**config.mk**
```make
export PLATFORM = sky130hd
export DESIGN_NAME = mtu_store
export DESIGN_NICKNAME = d
export VERILOG_FILES = /design/src/rtl/mtu_pkg.sv /design/src/rtl/mtu_store.sv
export SDC_FILE = /design/constraint.sdc
export NUM_CORES = 2
export LEC_CHECK = 0
export ABC_AREA = 1
export BUFFER_PORTS_ARGS = -buffer_cell sky130_fd_sc_hd__buf_2
export CAP_MARGIN = 20
export CELL_PAD_IN_SITES_DETAIL_PLACEMENT = 0
export CELL_PAD_IN_SITES_GLOBAL_PLACEMENT = 1
export CORE_MARGIN = 1
export CORE_UTILIZATION = 30
export DETAILED_ROUTE_END_ITERATION = 16
export HOLD_SLACK_MARGIN = 0.02
export PLACE_DENSITY = 0.62
export SLEW_MARGIN = 20
export SYNTH_ARGS = -nofsm -noshare
export SYNTH_HDL_FRONTEND = slang
export SYNTH_SLANG_ARGS = --single-unit
```
**constraint.sdc**
```tcl
create_clock -name clk -period 3 [get_ports clk]
set_input_delay 0.6 -clock clk [delete_from_list [all_inputs] [get_ports clk]]
set_output_delay 0.6 -clock clk [all_outputs]
set_load 0.02 [all_outputs]
```
**src/rtl/mtu_pkg.sv**
```systemverilog
`timescale 1ns / 1ps

package mtu_pkg;

  // Command codes carried in the action field.
  localparam logic [2:0] ACT_IDENTITY    = 3'd0;
  localparam logic [2:0] ACT_TRANSLATE   = 3'd1;
  localparam logic [2:0] ACT_SCALE       = 3'd2;
  localparam logic [2:0] ACT_ROTATE      = 3'd3;
  localparam logic [2:0] ACT_FRUSTUM     = 3'd4;
  localparam logic [2:0] ACT_PERSPECTIVE = 3'd5;
  localparam logic [2:0] ACT_ORTHO       = 3'd6;
  localparam logic [2:0] ACT_SELECT      = 3'd7;

  // Rotation axis codes.
  localparam logic [1:0] AXIS_X    = 2'd0;
  localparam logic [1:0] AXIS_Y    = 2'd1;
  localparam logic [1:0] AXIS_Z    = 2'd2;
  localparam logic [1:0] AXIS_NONE = 2'd3;

  localparam logic signed [31:0] Q_MAX = 32'sh7fff_ffff;
  localparam logic signed [31:0] Q_MIN = 32'sh8000_0000;

  // Width of a saturating intermediate and of a raw angle before reduction.
  localparam int SAT_W = 66;
  localparam int ANG_W = 56;

  // CORDIC datapath width, Q2.30 with headroom.
  localparam int ZW = 36;
  localparam int CORDIC_STEPS = 30;

  localparam logic signed [ZW-1:0] TWO_PI_Q30  = 36'sd6746518852;
  localparam logic signed [ZW-1:0] PI_Q30      = 36'sd3373259426;
  localparam logic signed [ZW-1:0] HALF_PI_Q30 = 36'sd1686629713;
  localparam logic signed [ZW-1:0] GAIN_Q30    = 36'sd652032874;
  localparam logic signed [31:0]   PI360_Q30   = 32'sd9370165;

  // Matrix store: two matrices, each with two halves of 16 entries.
  localparam int MEM_DEPTH = 64;
  localparam int MEM_AW    = 6;

  typedef struct packed {
    logic                     wr_en;
    logic [MEM_AW-1:0]        wr_addr;
    logic signed [31:0]       wr_data;
    logic                     clr_en;
    logic                     clr_mat;
  } store_req_t;

  function automatic logic signed [31:0] sat32(input logic signed [SAT_W-1:0] v);
    logic signed [SAT_W-1:0] hi;
    logic signed [SAT_W-1:0] lo;
    hi = SAT_W'(Q_MAX);
    lo = SAT_W'(Q_MIN);
    if (v > hi) begin
      return Q_MAX;
    end else if (v < lo) begin
      return Q_MIN;
    end else begin
      return v[31:0];
    end
  endfunction

  // Arctangent of 2^-i in Q2.30.
  function automatic logic signed [ZW-1:0] atan_q30(input logic [4:0] i);
    logic signed [ZW-1:0] r;
    unique case (i)
      5'd0:  r = 36'sd843314857;
      5'd1:  r = 36'sd497837829;
      5'd2:  r = 36'sd263043837;
      5'd3:  r = 36'sd133525159;
      5'd4:  r = 36'sd67021687;
      5'd5:  r = 36'sd33543516;
      5'd6:  r = 36'sd16775851;
      5'd7:  r = 36'sd8388437;
      5'd8:  r = 36'sd4194283;
      5'd9:  r = 36'sd2097149;
      5'd10: r = 36'sd1048576;
      5'd11: r = 36'sd524288;
      5'd12: r = 36'sd262144;
      5'd13: r = 36'sd131072;
      5'd14: r = 36'sd65536;
      5'd15: r = 36'sd32768;
      5'd16: r = 36'sd16384;
      5'd17: r = 36'sd8192;
      5'd18: r = 36'sd4096;
      5'd19: r = 36'sd2048;
      5'd20: r = 36'sd1024;
      5'd21: r = 36'sd512;
      5'd22: r = 36'sd256;
      5'd23: r = 36'sd128;
      5'd24: r = 36'sd64;
      5'd25: r = 36'sd32;
      5'd26: r = 36'sd16;
      5'd27: r = 36'sd8;
      5'd28: r = 36'sd4;
      5'd29: r = 36'sd2;
      default: r = '0;
    endcase
    return r;
  endfunction

endpackage

```
**src/rtl/mtu_store.sv**
```systemverilog
`timescale 1ns / 1ps

module mtu_store import mtu_pkg::*; #(
  parameter int FRAC_BITS = 16
) (
  input  logic               clk,
  input  logic               rst,
  input  store_req_t         req,
  input  logic [MEM_AW-1:0]  rd_addr,
  output logic signed [31:0] rd_data
);

  localparam logic signed [31:0] ONE_Q = 32'(64'sd1 << FRAC_BITS);

  logic signed [31:0]    mem [MEM_DEPTH];
  logic [MEM_DEPTH-1:0]  vld;
  logic                  diag;

  // An entry never written since reset or since an identity load reads as identity.
  assign diag = (rd_addr[3:2] == rd_addr[1:0]);

  always_ff @(posedge clk) begin
    if (req.wr_en) begin
      mem[req.wr_addr] <= req.wr_data;
    end
    if (vld[rd_addr]) begin
      rd_data <= mem[rd_addr];
    end else begin
      rd_data <= diag ? ONE_Q : 32'sd0;
    end
  end

  always_ff @(posedge clk) begin
    if (rst) begin
      vld <= '0;
    end else begin
      if (req.clr_en) begin
        for (int e = 0; e < MEM_DEPTH / 2; e++) begin
          vld[{req.clr_mat, 5'(e)}] <= 1'b0;
        end
      end
      if (req.wr_en) begin
        vld[req.wr_addr] <= 1'b1;
      end
    end
  end

endmodule

```
==> flow_metrics.env <==
export IMPL_ys_seq_area_share_pct=73.4
export IMPL_drt_antenna_violating_nets=0
export IMPL_grt_pass1_vias=54500
export IMPL_path_class="register to primary output"
export IMPL_fp_dieH_um=539
export IMPL_hold_buffers=0
export IMPL_firstDrtPassIters=5
export IMPL_start_kind="register"
export IMPL_tritoncts="built"
export IMPL_die_w_um=539
export IMPL_crit_path_end="rd_data[3]"
export IMPL_max_cap_violations=0
export IMPL_start_util_pct=30.2
export IMPL_syn_num_nets=7200
export IMPL_max_vdd_ir_drop_mv=0.451
export IMPL_fin_crit_ns=2.19
export IMPL_cts_buffers=218
export IMPL_finalMaxSlewViolations=0
export IMPL_worstSetupEndpointType="primary output"
export IMPL_ys_seq_elements=2144
export IMPL_cts_sinks=2144
export IMPL_h_tree_depth=4
export IMPL_netlist_cell_type_count=23
export IMPL_hold_path_class="primary input to register"
export IMPL_routed_wl_mm=270
export IMPL_rrSetupSlack_ns=1.19
export IMPL_timing_critical_path_buf_inv=1
export IMPL_combPwrFrac_pct=6.8
export IMPL_grt_pass1_wl_mm=389
export IMPL_rsz0062_at_grt="no"
export IMPL_layout_cells_most_common="nand2_1"
export IMPL_critPathLaunch="rd_data[3]$_SDFF_PN0_"
export IMPL_final_cell_mix="nand2_1, edfxtp_1, nand3_1"
export IMPL_synthesis_area_um2=86400
export IMPL_cp_arrival_ns=1.59
export IMPL_multi_input_area_um2=20000
export IMPL_worst_path_stages=1
export IMPL_crit_fanout=1
export IMPL_place_inst=10900
export IMPL_synth_warnings=0
export IMPL_drc=0
export IMPL_slew_headroom_pct=36.0
export IMPL_cts_clk_slew_worst_paths_ns=0.06
export IMPL_min_period_over_period_pct=73.0
export IMPL_core_area_um2=286000
export IMPL_syn_area_per_cell_um2=12.1
export IMPL_die_area_um2=290000
export IMPL_syn_inst=7151
export IMPL_clock_skew_ns=0.0456
export IMPL_ioPinCount=81
export IMPL_p_switching_uw=14400
export IMPL_share_seq_of_total_power_pct=52.4
export IMPL_holdWs_ns=0.121
export IMPL_cts_resized=0
export IMPL_num_vias=56400
export IMPL_postPlaceCellArea_um2=93900
export IMPL_p_int_uw=48800
export IMPL_clockBufferDepth=4
export IMPL_drtIter0Drc=5650
export IMPL_nNetsFinal=7436
export IMPL_io_buffers=80
export IMPL_cp_top_family="flip-flops"
export IMPL_max_stage_delay_ns=0.48
export IMPL_clk_insertion_delay_late_ns=0.86
export IMPL_r2r_start="mem[47][2]$_DFFE_PP_"
export IMPL_antenna_found_initial=21
export IMPL_via_per_inst=4.98
export IMPL_grt_use_total_pct=18.2
export IMPL_gp_congestion=0.792
export IMPL_ff2ff_path_depth=8
export IMPL_final_util_pct=35.2
export IMPL_crit_required_ns=2.40
export IMPL_pwr_share_clk_pct=40.9
export IMPL_swShare_pct=22.8
export IMPL_rows=196
export IMPL_grt_max_degree=91
export IMPL_path_cells="buf_2"
export IMPL_fmax_ghz=0.456
export IMPL_status="complete, no violations"
export IMPL_fin_cells=11300
export IMPL_design_area_um2=101000
export IMPL_cts_setup_buffers=0
export IMPL_slowest_stage="dfxtp_1"
export IMPL_areaGrowthSynthToFinish_pct=16.4
export IMPL_tns_ns=0
export IMPL_leakage_uw=0.0350
export IMPL_seq_area_um2=63400
export IMPL_fillers=27600
export IMPL_p_per_area_nw_per_um2=629
export IMPL_setup_viol=0
export IMPL_overflow=0
export IMPL_finalHoldViolCount=0
export IMPL_tightest_slew_ns=0.959
export IMPL_wl_per_cell_um=23.8
export IMPL_place_hpwl_mm=150
export IMPL_rr_endpoint="rd_data[2]$_SDFF_PN0_"
export IMPL_holdPathStages=1
export IMPL_drive_above_1_share_pct=11.2
export IMPL_clock_root_buffer="clkbuf_16"
## metrics by stage
stage	setup slack, ns	power [µW]
after CTS	0.724	63700
after global placement	0.0711	38000
after global routing	0.782	65100
final	0.809	63200
after floorplan	0.0673	36000
after detailed placement	0.106	38100
## kinds of logic after synthesis
kind of cell,share of synthesized area (%)
AO/OA/AOI/OAI,0.388
XOR/XNOR,0.0101
buffers and inverters,4.00
flip-flops,73.4
AND/OR/NAND/NOR,22.2
## per-layer routing
metal | vias to the layer above | wire [µm] | track usage [%]
li1 | 25900 | - | -
met1 | 28300 | 114000 | 24.0
met2 | 1769 | 133000 | 31.0
met3 | 402 | 15100 | 2.33
met4 | 18 | 8030 | 5.55
met5 | - | 114 | 0
## area by class of cell
| type | count | area share, % |
|---|---|---|
| sequential | 2144 | 63.1 |
| multi-input combinational | 4493 | 19.9 |
| clock buffer | 281 | 5.72 |
| timing repair buffer | 492 | 5.58 |
| tap | 3762 | 4.68 |
| clock inverter | 103 | 0.812 |
| inverter | 38 | 0.198 |
| antenna | 9 | 0.0224 |
## cell usage after synthesis, drive strengths merged
master     n  area (µm²)
nand3   2013       10100
nor3      14        70.1
xor2       1        8.76
a21oi     66         330
inv       35         139
dfxtp     96        1920
clkbuf    55         206
clkinv     3        11.3
o21ai      1        5.00
edfxtp  2048       61500
buf      421        3100
nand2   2228        8380
nor2     170         638
## power groups by stage
stage | logic (µW) | clock network, µW | registers (µW)
2_1_floorplan | 2240 | 0 | 33800
3_3_place_gp | 4270 | 0 | 33700
3_5_place_dp | 4300 | 0 | 33700
4_1_cts | 4310 | 26300 | 33100
5_1_grt | 4630 | 27400 | 33100
6_report | 4280 | 25800 | 33100
## how the worst min path moves through the flow
stage / start / end / slack, ns
detailed placement: vld[53]$_SDFF_PP0_ / vld[53]$_SDFF_PP0_ / 0.47
finish: req[6] / mem[13][4]$_DFFE_PP_ / 0.12
floorplan: vld[1]$_SDFF_PP0_ / vld[1]$_SDFF_PP0_ / 0.46
global route: req[6] / mem[13][4]$_DFFE_PP_ / 0.1
CTS: req[6] / mem[14][4]$_DFFE_PP_ / 0.07
global placement: vld[41]$_SDFF_PP0_ / vld[41]$_SDFF_PP0_ / 0.47
## state kept, by name, indices dropped and copies added, names as in the netlist
name and cells:
vld 64, mem 2048, rd_data 32
No activity file was read; power rests on OpenSTA's default activity.
