`src/rtl/mtu_pkg.sv`:
```
`timescale 1ns / 1ps

package mtu_pkg;

  // Command codes carried in the action field.
  localparam logic [2:0] ACT_IDENTITY    = 3'd0;
  localparam logic [2:0] ACT_TRANSLATE   = 3'd1;
  localparam logic [2:0] ACT_SCALE       = 3'd2;
  localparam logic [2:0] ACT_ROTATE      = 3'd3;
  localparam logic [2:0] ACT_FRUSTUM     = 3'd4;
  localparam logic [2:0] ACT_PERSPECTIVE = 3'd5;
  localparam logic [2:0] ACT_ORTHO       = 3'd6;
  localparam logic [2:0] ACT_SELECT      = 3'd7;

  // Rotation axis codes.
  localparam logic [1:0] AXIS_X    = 2'd0;
  localparam logic [1:0] AXIS_Y    = 2'd1;
  localparam logic [1:0] AXIS_Z    = 2'd2;
  localparam logic [1:0] AXIS_NONE = 2'd3;

  localparam logic signed [31:0] Q_MAX = 32'sh7fff_ffff;
  localparam logic signed [31:0] Q_MIN = 32'sh8000_0000;

  // Width of a saturating intermediate and of a raw angle before reduction.
  localparam int SAT_W = 66;
  localparam int ANG_W = 56;

  // CORDIC datapath width, Q2.30 with headroom.
  localparam int ZW = 36;
  localparam int CORDIC_STEPS = 30;

  localparam logic signed [ZW-1:0] TWO_PI_Q30  = 36'sd6746518852;
  localparam logic signed [ZW-1:0] PI_Q30      = 36'sd3373259426;
  localparam logic signed [ZW-1:0] HALF_PI_Q30 = 36'sd1686629713;
  localparam logic signed [ZW-1:0] GAIN_Q30    = 36'sd652032874;
  localparam logic signed [31:0]   PI360_Q30   = 32'sd9370165;

  // Matrix store: two matrices, each with two halves of 16 entries.
  localparam int MEM_DEPTH = 64;
  localparam int MEM_AW    = 6;

  typedef struct packed {
    logic                     wr_en;
    logic [MEM_AW-1:0]        wr_addr;
    logic signed [31:0]       wr_data;
    logic                     clr_en;
    logic                     clr_mat;
  } store_req_t;

  function automatic logic signed [31:0] sat32(input logic signed [SAT_W-1:0] v);
    logic signed [SAT_W-1:0] hi;
    logic signed [SAT_W-1:0] lo;
    hi = SAT_W'(Q_MAX);
    lo = SAT_W'(Q_MIN);
    if (v > hi) begin
      return Q_MAX;
    end else if (v < lo) begin
      return Q_MIN;
    end else begin
      return v[31:0];
    end
  endfunction

  // Arctangent of 2^-i in Q2.30.
  function automatic logic signed [ZW-1:0] atan_q30(input logic [4:0] i);
    logic signed [ZW-1:0] r;
    unique case (i)
      5'd0:  r = 36'sd843314857;
      5'd1:  r = 36'sd497837829;
      5'd2:  r = 36'sd263043837;
      5'd3:  r = 36'sd133525159;
      5'd4:  r = 36'sd67021687;
      5'd5:  r = 36'sd33543516;
      5'd6:  r = 36'sd16775851;
      5'd7:  r = 36'sd8388437;
      5'd8:  r = 36'sd4194283;
      5'd9:  r = 36'sd2097149;
      5'd10: r = 36'sd1048576;
      5'd11: r = 36'sd524288;
      5'd12: r = 36'sd262144;
      5'd13: r = 36'sd131072;
      5'd14: r = 36'sd65536;
      5'd15: r = 36'sd32768;
      5'd16: r = 36'sd16384;
      5'd17: r = 36'sd8192;
      5'd18: r = 36'sd4096;
      5'd19: r = 36'sd2048;
      5'd20: r = 36'sd1024;
      5'd21: r = 36'sd512;
      5'd22: r = 36'sd256;
      5'd23: r = 36'sd128;
      5'd24: r = 36'sd64;
      5'd25: r = 36'sd32;
      5'd26: r = 36'sd16;
      5'd27: r = 36'sd8;
      5'd28: r = 36'sd4;
      5'd29: r = 36'sd2;
      default: r = '0;
    endcase
    return r;
  endfunction

endpackage

```
`src/rtl/mtu_div.sv`:
```
`timescale 1ns / 1ps

module mtu_div import mtu_pkg::*; #(
  parameter int FRAC_BITS = 16
) (
  input  logic               clk,
  input  logic               rst,
  input  logic               start,
  input  logic signed [31:0] num,
  input  logic signed [31:0] den,
  output logic               done,
  output logic signed [31:0] quo
);

  localparam int NW = 32 + FRAC_BITS;
  localparam int CW = $clog2(NW + 1);

  logic          busy;
  logic [CW-1:0] cnt;
  logic [NW-1:0] dvd;
  logic [NW-1:0] qr;
  logic [31:0]   rem;
  logic [31:0]   dsr;
  logic          neg;
  logic [32:0]   un;
  logic [32:0]   ud;
  logic [32:0]   remsh;
  logic          ge;
  logic          big;
  logic          over_pos;
  logic          over_neg;

  assign un = num[31] ? -{num[31], num} : {num[31], num};
  assign ud = den[31] ? -{den[31], den} : {den[31], den};
  assign remsh = {rem, dvd[NW-1]};
  assign ge = (remsh >= {1'b0, dsr});
  assign big = |qr[NW-1:32];
  assign over_pos = big | qr[31];
  assign over_neg = big | (qr[31] & (|qr[30:0]));

  always_ff @(posedge clk) begin
    if (rst) begin
      busy <= 1'b0;
      done <= 1'b0;
      cnt  <= '0;
    end else begin
      done <= 1'b0;
      if (start) begin
        if (den == 32'sd0) begin
          quo  <= (num >= 32'sd0) ? Q_MAX : Q_MIN;
          done <= 1'b1;
        end else begin
          busy <= 1'b1;
          cnt  <= CW'(NW);
          dvd  <= {un[31:0], {FRAC_BITS{1'b0}}};
          dsr  <= ud[31:0];
          rem  <= '0;
          qr   <= '0;
          neg  <= num[31] ^ den[31];
        end
      end else if (busy) begin
        if (cnt != '0) begin
          rem <= ge ? 32'(remsh - {1'b0, dsr}) : remsh[31:0];
          dvd <= {dvd[NW-2:0], 1'b0};
          qr  <= {qr[NW-2:0], ge};
          cnt <= cnt - 1'b1;
        end else begin
          busy <= 1'b0;
          done <= 1'b1;
          if (neg) begin
            quo <= over_neg ? Q_MIN : -qr[31:0];
          end else begin
            quo <= over_pos ? Q_MAX : qr[31:0];
          end
        end
      end
    end
  end

endmodule

```
`config.mk`:
```
export PLATFORM = sky130hd
export DESIGN_NAME = mtu_div
export DESIGN_NICKNAME = d
export VERILOG_FILES = /design/src/rtl/mtu_pkg.sv /design/src/rtl/mtu_div.sv
export SDC_FILE = /design/constraint.sdc
export NUM_CORES = 1
export LEC_CHECK = 0
export ABC_AREA = 1
export BUFFER_PORTS_ARGS = -buffer_cell sky130_fd_sc_hd__buf_2
export CELL_PAD_IN_SITES_DETAIL_PLACEMENT = 1
export CELL_PAD_IN_SITES_GLOBAL_PLACEMENT = 1
export CORE_ASPECT_RATIO = 0.8
export CORE_UTILIZATION = 50
export CTS_BUF_LIST = sky130_fd_sc_hd__clkbuf_4 sky130_fd_sc_hd__clkbuf_8
export CTS_CLUSTER_DIAMETER = 100
export CTS_CLUSTER_SIZE = 12
export DETAILED_ROUTE_END_ITERATION = 8
export PLACE_DENSITY = 0.94
export SYNTH_ARGS = -nofsm -noshare
export SYNTH_HDL_FRONTEND = slang
export SYNTH_SLANG_ARGS = --single-unit
export TNS_END_PERCENT = 5
```
`constraint.sdc`:
```
create_clock -name clk -period 16.39 [get_ports clk]
set_input_delay 0.8195 -clock clk [delete_from_list [all_inputs] [get_ports clk]]
set_output_delay 0.8195 -clock clk [all_outputs]
set_load 0.02 [all_outputs]
```
==> results.json <==
{
  "synth_seq_cells": 185,
  "cts_buffers": 17,
  "dr.pass1.iters": 5,
  "cts_tree": "done",
  "cts_root_buf": "clkbuf_8",
  "rows": 52,
  "finalClockSkew_ns": 0.0215,
  "hold_buffers": 0,
  "final_cells": 2167,
  "maxCapViolCount": 0,
  "rsz0062_at_grt": "no",
  "drive_gt1_share_pct": 9.88,
  "yosys_warnings": 0,
  "ctsResizeCount": 0,
  "final_common_cell": "nand2_1",
  "fin_crit_ns": 4.51,
  "n_fill_cell": 3284,
  "pin_count": 100,
  "ff2ff_path_depth": 8,
  "min_period_over_period_pct": 27.5,
  "hold_violations": 0,
  "synth_cells": 1752,
  "crit_slowest_cell": "buf_4",
  "critical_path_required_ns": 16.49,
  "synth.avg_cell_area_um2": 7.39,
  "dpl.hpwl_um": 30100,
  "vias_per_cell": 5.67,
  "crit_top_cell": "buf_4",
  "max_slew_margin_pct": 12.0,
  "place_ws_ns": 11.55,
  "clock-sinks": 185,
  "synth.net_count": 1857,
  "port_buffers": 99,
  "fmax_mhz": 222,
  "max_stage_delay_ns": 0.99,
  "place.gp.congestion": 0.893,
  "syn2layout_area_growth_pct": 8.22,
  "overflow": 0,
  "place_inst": 2135,
  "worstSetupPathType": "in -> reg",
  "ir_drop_v": 0.0000535,
  "fp.dieH_um": 146,
  "endpoint_kind": "flop",
  "drt_iter0_drc": 1163,
  "clk_latency_ns": 0.50,
  "total_leakage_power_nw": 6.60,
  "fin_nets": 1935,
  "hp-start": "den[0]",
  "ys_seq_area_share_pct": 42.3,
  "path_cells": "buf_2 -> buf_4 -> inv_2 -> buf_4 -> o21ai_1 -> nand2_2 -> nor2_4 -> buf_4",
  "htreeDepth": 4,
  "wire_per_inst_um": 19.7,
  "synth_cell_types": 46,
  "slew_viol_final": 0,
  "grt_pass1_wl_um": 67800,
  "drtAntennaViolNets": 0,
  "setup_violations": 0,
  "powerDensity_mw_per_mm2": 89.7,
  "drc": 0,
  "wl_um": 42700,
  "die_w_um": 182,
  "worst_slew_pin_slew_ns": 1.32,
  "timing.rr.end": "qr[43]$_SDFFCE_PP0P_",
  "track_usage_pct": 32.8,
  "start_util_pct": 51.0,
  "min_path_type": "in -> reg",
  "antenna_cells": 0,
  "synth_area_mm2": 0.0129,
  "holdPathEnd": "dsr[0]$_DFFE_PP_",
  "final_cell_mix": "481 x nand2_1, 282 x inv_1, 272 x nor2_1, 177 x edfxtp_1",
  "critPathMaxFanout": 85,
  "cts_buffer_depth": 2,
  "hold_path_depth": 1,
  "detailroute.via_count": 12300,
  "finalSetupTns_ns": 0,
  "antenna_found_initial": 0,
  "cp-start-kind": "primary input",
  "dieArea_mm2": 0.0265,
  "run_status": "finished clean",
  "grt_pass1_vias": 12500,
  "core_area_mm2": 0.0254,
  "worst_slack_ns": 11.88,
  "cts_setup_buffers": 0,
  "grt_max_degree": 86,
  "reg2reg_slack_ns": 12.64,
  "critPathArrivalTime_ns": 4.60,
  "post-route-util_pct": 55.2,
  "clk_pin_slew_ns": 0.13,
  "r2r_start": "cnt[0]$_SDFFE_PP0P_"
}
[state kept, by name (all words and copies together) (netlist names)]
| register | flops |
|---|---|
| cnt | 6 |
| done | 1 |
| dvd | 32 |
| qr | 48 |
| rem | 32 |
| dsr | 32 |
| quo | 32 |
| neg | 1 |
| busy | 1 |
[cells by family after synthesis]
group / synth area share [%]
AND/OR/NAND/NOR: 31.6
buffers and inverters: 10.4
flip-flops: 42.3
AO/OA/AOI/OAI: 6.10
XOR/XNOR: 5.89
adder cells (fa/ha/maj): 3.73
[through the flow]
stage          power [W]  instance area (um2)  hold slack (ns)
2_1_floorplan   0.000827                12900            0.454
3_3_place_gp    0.000906                13600            0.479
3_5_place_dp    0.000930                13600            0.493
4_1_cts          0.00125                14000            0.490
5_1_grt          0.00131                14000            0.486
6_report         0.00126                14000            0.500
[critical path: cells and delay by family]
family                 cells  cell delay, ns
AO/OA/AOI/OAI              1            0.40
buffers and inverters      5            2.17
AND/OR/NAND/NOR            2            1.08
[layout make-up]
type / instances / area (um2) / share of cell area (%)
multi-input cells: 1234 / 6140 / 43.9
flip-flops and latches: 185 / 5480 / 39.1
inverters: 290 / 1100 / 7.82
repair buffers: 102 / 518 / 3.70
well taps: 324 / 405 / 2.89
clock buffers: 17 / 234 / 1.67
clock inverters: 15 / 135 / 0.965
[synth_stat cells (all sizes together)]
master | number | share of area [%]
nor4 | 3 | 0.15
clkbuf | 17 | 0.49
o21ai | 47 | 1.9
nand4 | 21 | 1.0
a31oi | 7 | 0.34
a21oi | 87 | 3.5
o31ai | 2 | 0.12
fa | 1 | 0.15
buf | 26 | 1.4
nor3 | 19 | 0.90
xnor2 | 14 | 0.95
nand3 | 104 | 4.3
nor2 | 285 | 8.6
inv | 290 | 8.5
ha | 37 | 3.6
edfxtp | 177 | 41
nand3b | 24 | 1.4
dfxtp | 8 | 1.2
a21o | 2 | 0.12
or2 | 5 | 0.24
and3 | 1 | 0.048
o211ai | 2 | 0.12
and2 | 8 | 0.39
xor2 | 73 | 4.9
nand2 | 492 | 15
[layer usage]
metal	global-route usage (%)	part of all wire, %	vias up
met1	44.6	43	5951
met5	0	0	-
met3	6.66	8.4	78
li1	-	-	5694
met4	9.20	2.0	0
met2	53.4	47	562
[where the power goes]
part           internal, W  leakage, nW  switching, W
clock network     0.000111        0.189      0.000205
logic             0.000106         4.66      0.000249
registers         0.000564         1.75     0.0000214
total             0.000781         6.60      0.000475
[worst max path at each step]
stage                     startpoint               endpoint  slack (ns)  cells after the start
after floorplan               den[0]  dvd[16]$_SDFFCE_PN0P_        9.51                      9
after global placement         start   qr[19]$_SDFFCE_PP0P_       11.75                      8
after detailed placement       start   qr[18]$_SDFFCE_PP0P_       11.55                      8
after CTS                      start   qr[47]$_SDFFCE_PP0P_       11.97                      8
after global routing           start   qr[42]$_SDFFCE_PP0P_       11.68                      8
final                          start   qr[43]$_SDFFCE_PP0P_       11.88                      8
No activity file was read; power rests on OpenSTA's default activity.
