--- src/rtl/mtu_pkg.sv ---
`timescale 1ns / 1ps

package mtu_pkg;

  // Command codes carried in the action field.
  localparam logic [2:0] ACT_IDENTITY    = 3'd0;
  localparam logic [2:0] ACT_TRANSLATE   = 3'd1;
  localparam logic [2:0] ACT_SCALE       = 3'd2;
  localparam logic [2:0] ACT_ROTATE      = 3'd3;
  localparam logic [2:0] ACT_FRUSTUM     = 3'd4;
  localparam logic [2:0] ACT_PERSPECTIVE = 3'd5;
  localparam logic [2:0] ACT_ORTHO       = 3'd6;
  localparam logic [2:0] ACT_SELECT      = 3'd7;

  // Rotation axis codes.
  localparam logic [1:0] AXIS_X    = 2'd0;
  localparam logic [1:0] AXIS_Y    = 2'd1;
  localparam logic [1:0] AXIS_Z    = 2'd2;
  localparam logic [1:0] AXIS_NONE = 2'd3;

  localparam logic signed [31:0] Q_MAX = 32'sh7fff_ffff;
  localparam logic signed [31:0] Q_MIN = 32'sh8000_0000;

  // Width of a saturating intermediate and of a raw angle before reduction.
  localparam int SAT_W = 66;
  localparam int ANG_W = 56;

  // CORDIC datapath width, Q2.30 with headroom.
  localparam int ZW = 36;
  localparam int CORDIC_STEPS = 30;

  localparam logic signed [ZW-1:0] TWO_PI_Q30  = 36'sd6746518852;
  localparam logic signed [ZW-1:0] PI_Q30      = 36'sd3373259426;
  localparam logic signed [ZW-1:0] HALF_PI_Q30 = 36'sd1686629713;
  localparam logic signed [ZW-1:0] GAIN_Q30    = 36'sd652032874;
  localparam logic signed [31:0]   PI360_Q30   = 32'sd9370165;

  // Matrix store: two matrices, each with two halves of 16 entries.
  localparam int MEM_DEPTH = 64;
  localparam int MEM_AW    = 6;

  typedef struct packed {
    logic                     wr_en;
    logic [MEM_AW-1:0]        wr_addr;
    logic signed [31:0]       wr_data;
    logic                     clr_en;
    logic                     clr_mat;
  } store_req_t;

  function automatic logic signed [31:0] sat32(input logic signed [SAT_W-1:0] v);
    logic signed [SAT_W-1:0] hi;
    logic signed [SAT_W-1:0] lo;
    hi = SAT_W'(Q_MAX);
    lo = SAT_W'(Q_MIN);
    if (v > hi) begin
      return Q_MAX;
    end else if (v < lo) begin
      return Q_MIN;
    end else begin
      return v[31:0];
    end
  endfunction

  // Arctangent of 2^-i in Q2.30.
  function automatic logic signed [ZW-1:0] atan_q30(input logic [4:0] i);
    logic signed [ZW-1:0] r;
    unique case (i)
      5'd0:  r = 36'sd843314857;
      5'd1:  r = 36'sd497837829;
      5'd2:  r = 36'sd263043837;
      5'd3:  r = 36'sd133525159;
      5'd4:  r = 36'sd67021687;
      5'd5:  r = 36'sd33543516;
      5'd6:  r = 36'sd16775851;
      5'd7:  r = 36'sd8388437;
      5'd8:  r = 36'sd4194283;
      5'd9:  r = 36'sd2097149;
      5'd10: r = 36'sd1048576;
      5'd11: r = 36'sd524288;
      5'd12: r = 36'sd262144;
      5'd13: r = 36'sd131072;
      5'd14: r = 36'sd65536;
      5'd15: r = 36'sd32768;
      5'd16: r = 36'sd16384;
      5'd17: r = 36'sd8192;
      5'd18: r = 36'sd4096;
      5'd19: r = 36'sd2048;
      5'd20: r = 36'sd1024;
      5'd21: r = 36'sd512;
      5'd22: r = 36'sd256;
      5'd23: r = 36'sd128;
      5'd24: r = 36'sd64;
      5'd25: r = 36'sd32;
      5'd26: r = 36'sd16;
      5'd27: r = 36'sd8;
      5'd28: r = 36'sd4;
      5'd29: r = 36'sd2;
      default: r = '0;
    endcase
    return r;
  endfunction

endpackage

--- src/rtl/mtu_cordic.sv ---
`timescale 1ns / 1ps

module mtu_cordic import mtu_pkg::*; #(
  parameter int FRAC_BITS = 16
) (
  input  logic                    clk,
  input  logic                    rst,
  input  logic                    start,
  input  logic signed [ANG_W-1:0] angle,
  output logic                    done,
  output logic signed [31:0]      sin_q,
  output logic signed [31:0]      cos_q
);

  localparam int SH  = ANG_W - 33;
  localparam int PSH = 30 - FRAC_BITS;
  localparam logic [ANG_W-1:0] TWO_PI_W = ANG_W'(TWO_PI_Q30);

  typedef enum logic [4:0] {
    C_IDLE = 5'b00001,
    C_RED  = 5'b00010,
    C_FIX  = 5'b00100,
    C_ROT  = 5'b01000,
    C_OUT  = 5'b10000
  } cstate_t;

  cstate_t              state;
  logic [ANG_W-1:0]     mag;
  logic                 sgn;
  logic [4:0]           s;
  logic [4:0]           it;
  logic signed [ZW-1:0] x;
  logic signed [ZW-1:0] y;
  logic signed [ZW-1:0] z;
  logic                 flip;
  logic [ANG_W-1:0]     m_sh;
  logic signed [ZW-1:0] r;
  logic signed [ZW-1:0] z0;
  logic signed [ZW-1:0] z1;
  logic signed [ZW-1:0] zr;
  logic                 fl;
  logic signed [ZW-1:0] sx;
  logic signed [ZW-1:0] sy;
  logic signed [ZW-1:0] xf;
  logic signed [ZW-1:0] ys;
  logic signed [ZW-1:0] xs;

  assign m_sh = TWO_PI_W << s;
  assign r = signed'(mag[ZW-1:0]);
  assign sx = x >>> it;
  assign sy = y >>> it;
  assign xf = flip ? -x : x;
  assign ys = y >>> PSH;
  assign xs = xf >>> PSH;

  // Map the reduced angle into (-pi, pi], then fold into [-pi/2, pi/2].
  always_comb begin
    z0 = (sgn && (r != '0)) ? (TWO_PI_Q30 - r) : r;
    z1 = (z0 > PI_Q30) ? (z0 - TWO_PI_Q30) : z0;
    zr = z1;
    fl = 1'b0;
    if (z1 > HALF_PI_Q30) begin
      zr = PI_Q30 - z1;
      fl = 1'b1;
    end else if (z1 < -HALF_PI_Q30) begin
      zr = -PI_Q30 - z1;
      fl = 1'b1;
    end
  end

  always_ff @(posedge clk) begin
    if (rst) begin
      state <= C_IDLE;
      done  <= 1'b0;
    end else begin
      done <= 1'b0;
      unique case (state)
        C_IDLE: begin
          if (start) begin
            mag   <= angle[ANG_W-1] ? ANG_W'(-angle) : ANG_W'(angle);
            sgn   <= angle[ANG_W-1];
            s     <= 5'(SH);
            state <= C_RED;
          end
        end
        C_RED: begin
          if (mag >= m_sh) begin
            mag <= mag - m_sh;
          end
          if (s == '0) begin
            state <= C_FIX;
          end else begin
            s <= s - 1'b1;
          end
        end
        C_FIX: begin
          z     <= zr;
          flip  <= fl;
          x     <= GAIN_Q30;
          y     <= '0;
          it    <= '0;
          state <= C_ROT;
        end
        C_ROT: begin
          if (z >= 0) begin
            x <= x - sy;
            y <= y + sx;
            z <= z - atan_q30(it);
          end else begin
            x <= x + sy;
            y <= y - sx;
            z <= z + atan_q30(it);
          end
          if (it == 5'(CORDIC_STEPS - 1)) begin
            state <= C_OUT;
          end else begin
            it <= it + 1'b1;
          end
        end
        C_OUT: begin
          sin_q <= ys[31:0];
          cos_q <= xs[31:0];
          done  <= 1'b1;
          state <= C_IDLE;
        end
        default: state <= C_IDLE;
      endcase
    end
  end

endmodule

--- config.mk ---
export PLATFORM = sky130hd
export DESIGN_NAME = mtu_cordic
export DESIGN_NICKNAME = d
export VERILOG_FILES = /design/src/rtl/mtu_pkg.sv /design/src/rtl/mtu_cordic.sv
export SDC_FILE = /design/constraint.sdc
export NUM_CORES = 1
export LEC_CHECK = 0
export BUFFER_PORTS_ARGS = -buffer_cell sky130_fd_sc_hd__buf_2
export CAP_MARGIN = 40
export CORE_MARGIN = 2
export CORE_UTILIZATION = 58
export DETAILED_ROUTE_END_ITERATION = 8
export GPL_TIMING_DRIVEN = 0
export HOLD_SLACK_MARGIN = 0.15
export PLACE_DENSITY = 0.79
export SYNTH_ARGS = -nofsm -noshare
export SYNTH_HDL_FRONTEND = slang
export SYNTH_SLANG_ARGS = --single-unit
--- constraint.sdc ---
create_clock -name clk -period 18.4 [get_ports clk]
set_clock_uncertainty 0.1 [all_clocks]
set_input_delay 4.6 -clock clk [delete_from_list [all_inputs] [get_ports clk]]
set_output_delay 4.6 -clock clk [all_outputs]
set_load 0.05 [all_outputs]
==> summary.md <==
| Metric | Value |
|---|---|
| Sequential fraction of the synthesis area | 0.2443 |
| Count of final hold-check violations | 0 |
| Post-CTS setup buffers | 0 |
| Compound-Gate Fraction of Synth Area | 0.2347 |
| Root buffer cell | clkbuf_16 |
| Vias | 30440 |
| Relative slew slack | 0.3327 |
| Final Slew Violations | 0 |
| Final worst-path cycle share | 0.5115 |
| Total power | 0.002317 W |
| Hold path start | y[35] |
| GRT Overall Usage | 0.3804 |
| Simple-Gate Fraction of Synth Area | 0.2187 |
| Synth top area share | 0.2203 |
| Post-synth cell types | 117 |
| Initial antenna violation count | 4 |
| Wire per inst | 22.36 um |
| # fillers | 4576 |
| Hold path depth | 0 |
| Switching Power | between 0.0008 and 0.0009 W |
| First-pass GRT wire length | 160700 um |
| Ranking of synthesized cells by area | edfxtp_1 (22%), ha_1 (7.7%), xnor2_1 (7.3%) |
| CTS Buffer Depth | 3 |
| Final net count | approximately 4200 |
| Worst-path maximum fanout | 10 |
| Adder-cell share of the synthesized area | 0.07878 |
| CTS clk-pin slew, worst paths | 60 ps |
| YS warnings | 0 |
| Htree depth | 2 |
| Hold Crit Endpoint | sin_q[21] |
| Yosys top cell by area | edfxtp_1 |
| Max IR drop VDD | 0.07861 mV |
| DP Cell Count | 4578 |
| Xor/xnor share of the synthesized area | 0.1166 |
| Share of layout cells above drive strength 1 | 0.1051 |
| Critical-path top delay cell | buf_1 |
| Max-Cap Viols | 0 |
| FF+latch count, synth | around 260 |
| Number of synthesized flops with an enable pin | 220 |
| Post-synthesis mux area share | 0.06355 |
| Total global routing overflow | 0 |
| Critical Path Max Stage Delay | 710 ps |
| Multi-input combinational cell area | 21390 um2 |
| DRT iter0 DRCs | 3571 |
| RSZ-0062 raised after global routing | false |
| DPL Wire Length | approximately 80000 um |
| FP Rows | 83 |
| FF-to-FF End | y[34] |
| Die Wd | 231.4 um |
| Hold buffer count at cts | 0 |
| Clock share of power | 0.303 |
| Combinational family with the most area after synthesis | compound AO/OA/AOI/OAI gates |
| Final setup viols | 0 |
| Num CTS Buffers | 34 |
| Post-CTS sizing | 0 |
| Routability cong. | 1.039 |
| Post-Syn Area | 29990 um2 |
| Most frequent cells in the layout | nand2_1 (499), nor2_1 (345), o21ai_0 (298) |
| CP endpoint kind | register |
| P&R area growth vs syn | 9.756% |
| WL final | 103800 um |
| CP most frequent cell | nor2_1 |
| Number of buffers inserted by port buffering | 123 |
| I/O pin count | 124 |
| Die area | 53530 um2 |
| Reg-to-reg setup timing slack | 8990 ps |
| Synth Flop Type | edfxtp_1 |
| Post-Layout Cell Count | 4642 |
| Final critical-path required period | 9412 ps |
| Mapped Nets | 4002 |
| Worst Tran Pin Value | 1001 ps |
| Part of the power in registers | 0.302 |
| # DRC | 32 |
| DR pass1 iterations | 9 |
| Worst hold path class | register to register |
| Largest net degree at the start of global routing | 27 |
| FFs w/ async S/R, synth | 0 |
| FMAX | 0.1062 GHz |
| RR Startpoint | it[0] |
| Power Density | 70.40 nW/um2 |
| Most common cell after layout, fill and taps aside | nand2_1 |
| Clk Latency, worst-skew pair | 570 ps |
| Via-to-Cell Ratio | roughly 6.6 |
| Status | finished, violations left |
| Syn Inst Count | approximately 3800 |
| Pleak | between 10 and 15 nW |
| Clk sink count | 256 |
| Core area | 51200 um2 |
| Internal | 0.001444 W |
| Die height | 231.4 um |
| Switch share | 0.3769 |
| Detail Route Antenna Nets | 0 |
| Failing checks | design-rule violations |
| Initial Utilization | 0.5857 |
| Worst r2r path cells | 32 |
| Crit start category | register |
| Vias in the first global route | 28490 |
| CTS tree | done |
| Crit path DAT | 9590 ps |
| CP Data Required Time | about 19000 ps |
| WS Path Type | register to register |
| Setup TNS | 0 ps |
| FF+latch area | 7327 um2 |
| Syn Area/Cell | 7.984 um2 |
| Comb power frac | 0.395 |
## cell usage after synthesis (all sizes together), types with 17 or more instances
| cell | instances |
|---|---|
| o21a | 68 |
| a211oi | 34 |
| dfxtp | 36 |
| nand3 | 77 |
| nand2b | 55 |
| or3 | 55 |
| xnor2 | 255 |
| o21ai | 332 |
| o31ai | 63 |
| nor2 | 346 |
| nor3 | 108 |
| ha | 184 |
| or2 | 45 |
| and3 | 30 |
| xor2 | 139 |
| o211ai | 23 |
| buf | 73 |
| mux2 | 23 |
| o41ai | 17 |
| nor4 | 28 |
| clkbuf | 146 |
| o21bai | 22 |
| mux4 | 38 |
| or4 | 27 |
| nand4 | 27 |
| and2 | 21 |
| a31oi | 38 |
| nand2 | 500 |
| a21boi | 19 |
| inv | 80 |
| a21o | 68 |
| nor2b | 36 |
| mux2i | 79 |
| a21oi | 259 |
| edfxtp | 220 |
## worst max-delay path, delay by kind of cell, from the launching register on
kind	cells	cell delay, ps
AO/OA/AOI/OAI	11	2530
adder cells (fa/ha/maj)	1	300
buffers and inverters	4	2230
AND/OR/NAND/NOR	12	2530
XOR/XNOR	2	330
multiplexers	2	730
flip-flops	1	370
## per-stage QoR
stage          worst slack, ps  hold WS [ps]  area, um2  utilization
6_report                  8988         390.4      32910       0.6428
3_5_place_dp              9162         386.8      31740       0.6199
3_3_place_gp             570.5         376.1      31460       0.6145
5_1_grt                   8318         400.3      32910       0.6428
4_1_cts                   9112         400.7      32890       0.6425
2_1_floorplan             4766         324.4      29990            -
## layer usage
layer,wire length (um),track usage,vias to the layer above
met5,0,0,-
met4,5705,0.1875,0
met3,9231,0.04835,339
met2,47690,0.6293,1617
met1,41180,0.4906,14360
li1,-,-,14120
## power by group through the flow
stage          logic, W  registers (W)  clock network (W)
2_1_floorplan  0.000683       0.000702                  0
3_3_place_gp   0.000873       0.000712                  0
3_5_place_dp   0.000891       0.000709                  0
4_1_cts        0.000896       0.000698           0.000707
5_1_grt         0.00100       0.000699           0.000726
6_report       0.000916       0.000699           0.000702
## kinds of logic after synthesis
| logic type | after synthesis |
|---|---|
| AND/OR/NAND/NOR | 1390 |
| AO/OA/AOI/OAI | 1088 |
| XOR/XNOR | 394 |
| buffers and inverters | 301 |
| flip-flops | 256 |
| adder cells (fa/ha/maj) | 187 |
| multiplexers | 140 |
## cell type report
| type | instances | area share |
|---|---|---|
| inverter | 82 | 0.009352 |
| multi-input combinational | 3199 | 0.6498 |
| antenna | 3 | 0.0002281 |
| sequential | 256 | 0.2226 |
| buffer | 219 | 0.03019 |
| tap | 680 | 0.02585 |
| clock buffer | 43 | 0.03003 |
| timing repair buffer | 143 | 0.02680 |
| clock inverter | 17 | 0.005132 |
## worst max path at each step
stage	start	to	slack, ps	depth (start not counted)
finish	it[0]	y[34]	8990	32
global route	it[0]	y[34]	8320	32
CTS	it[0]	y[34]	9110	32
detailed placement	it[0]	y[34]	9160	32
global placement	rst	register	570	10
floorplan	rst	register	4770	8
No activity file was read; power rests on OpenSTA's default activity.
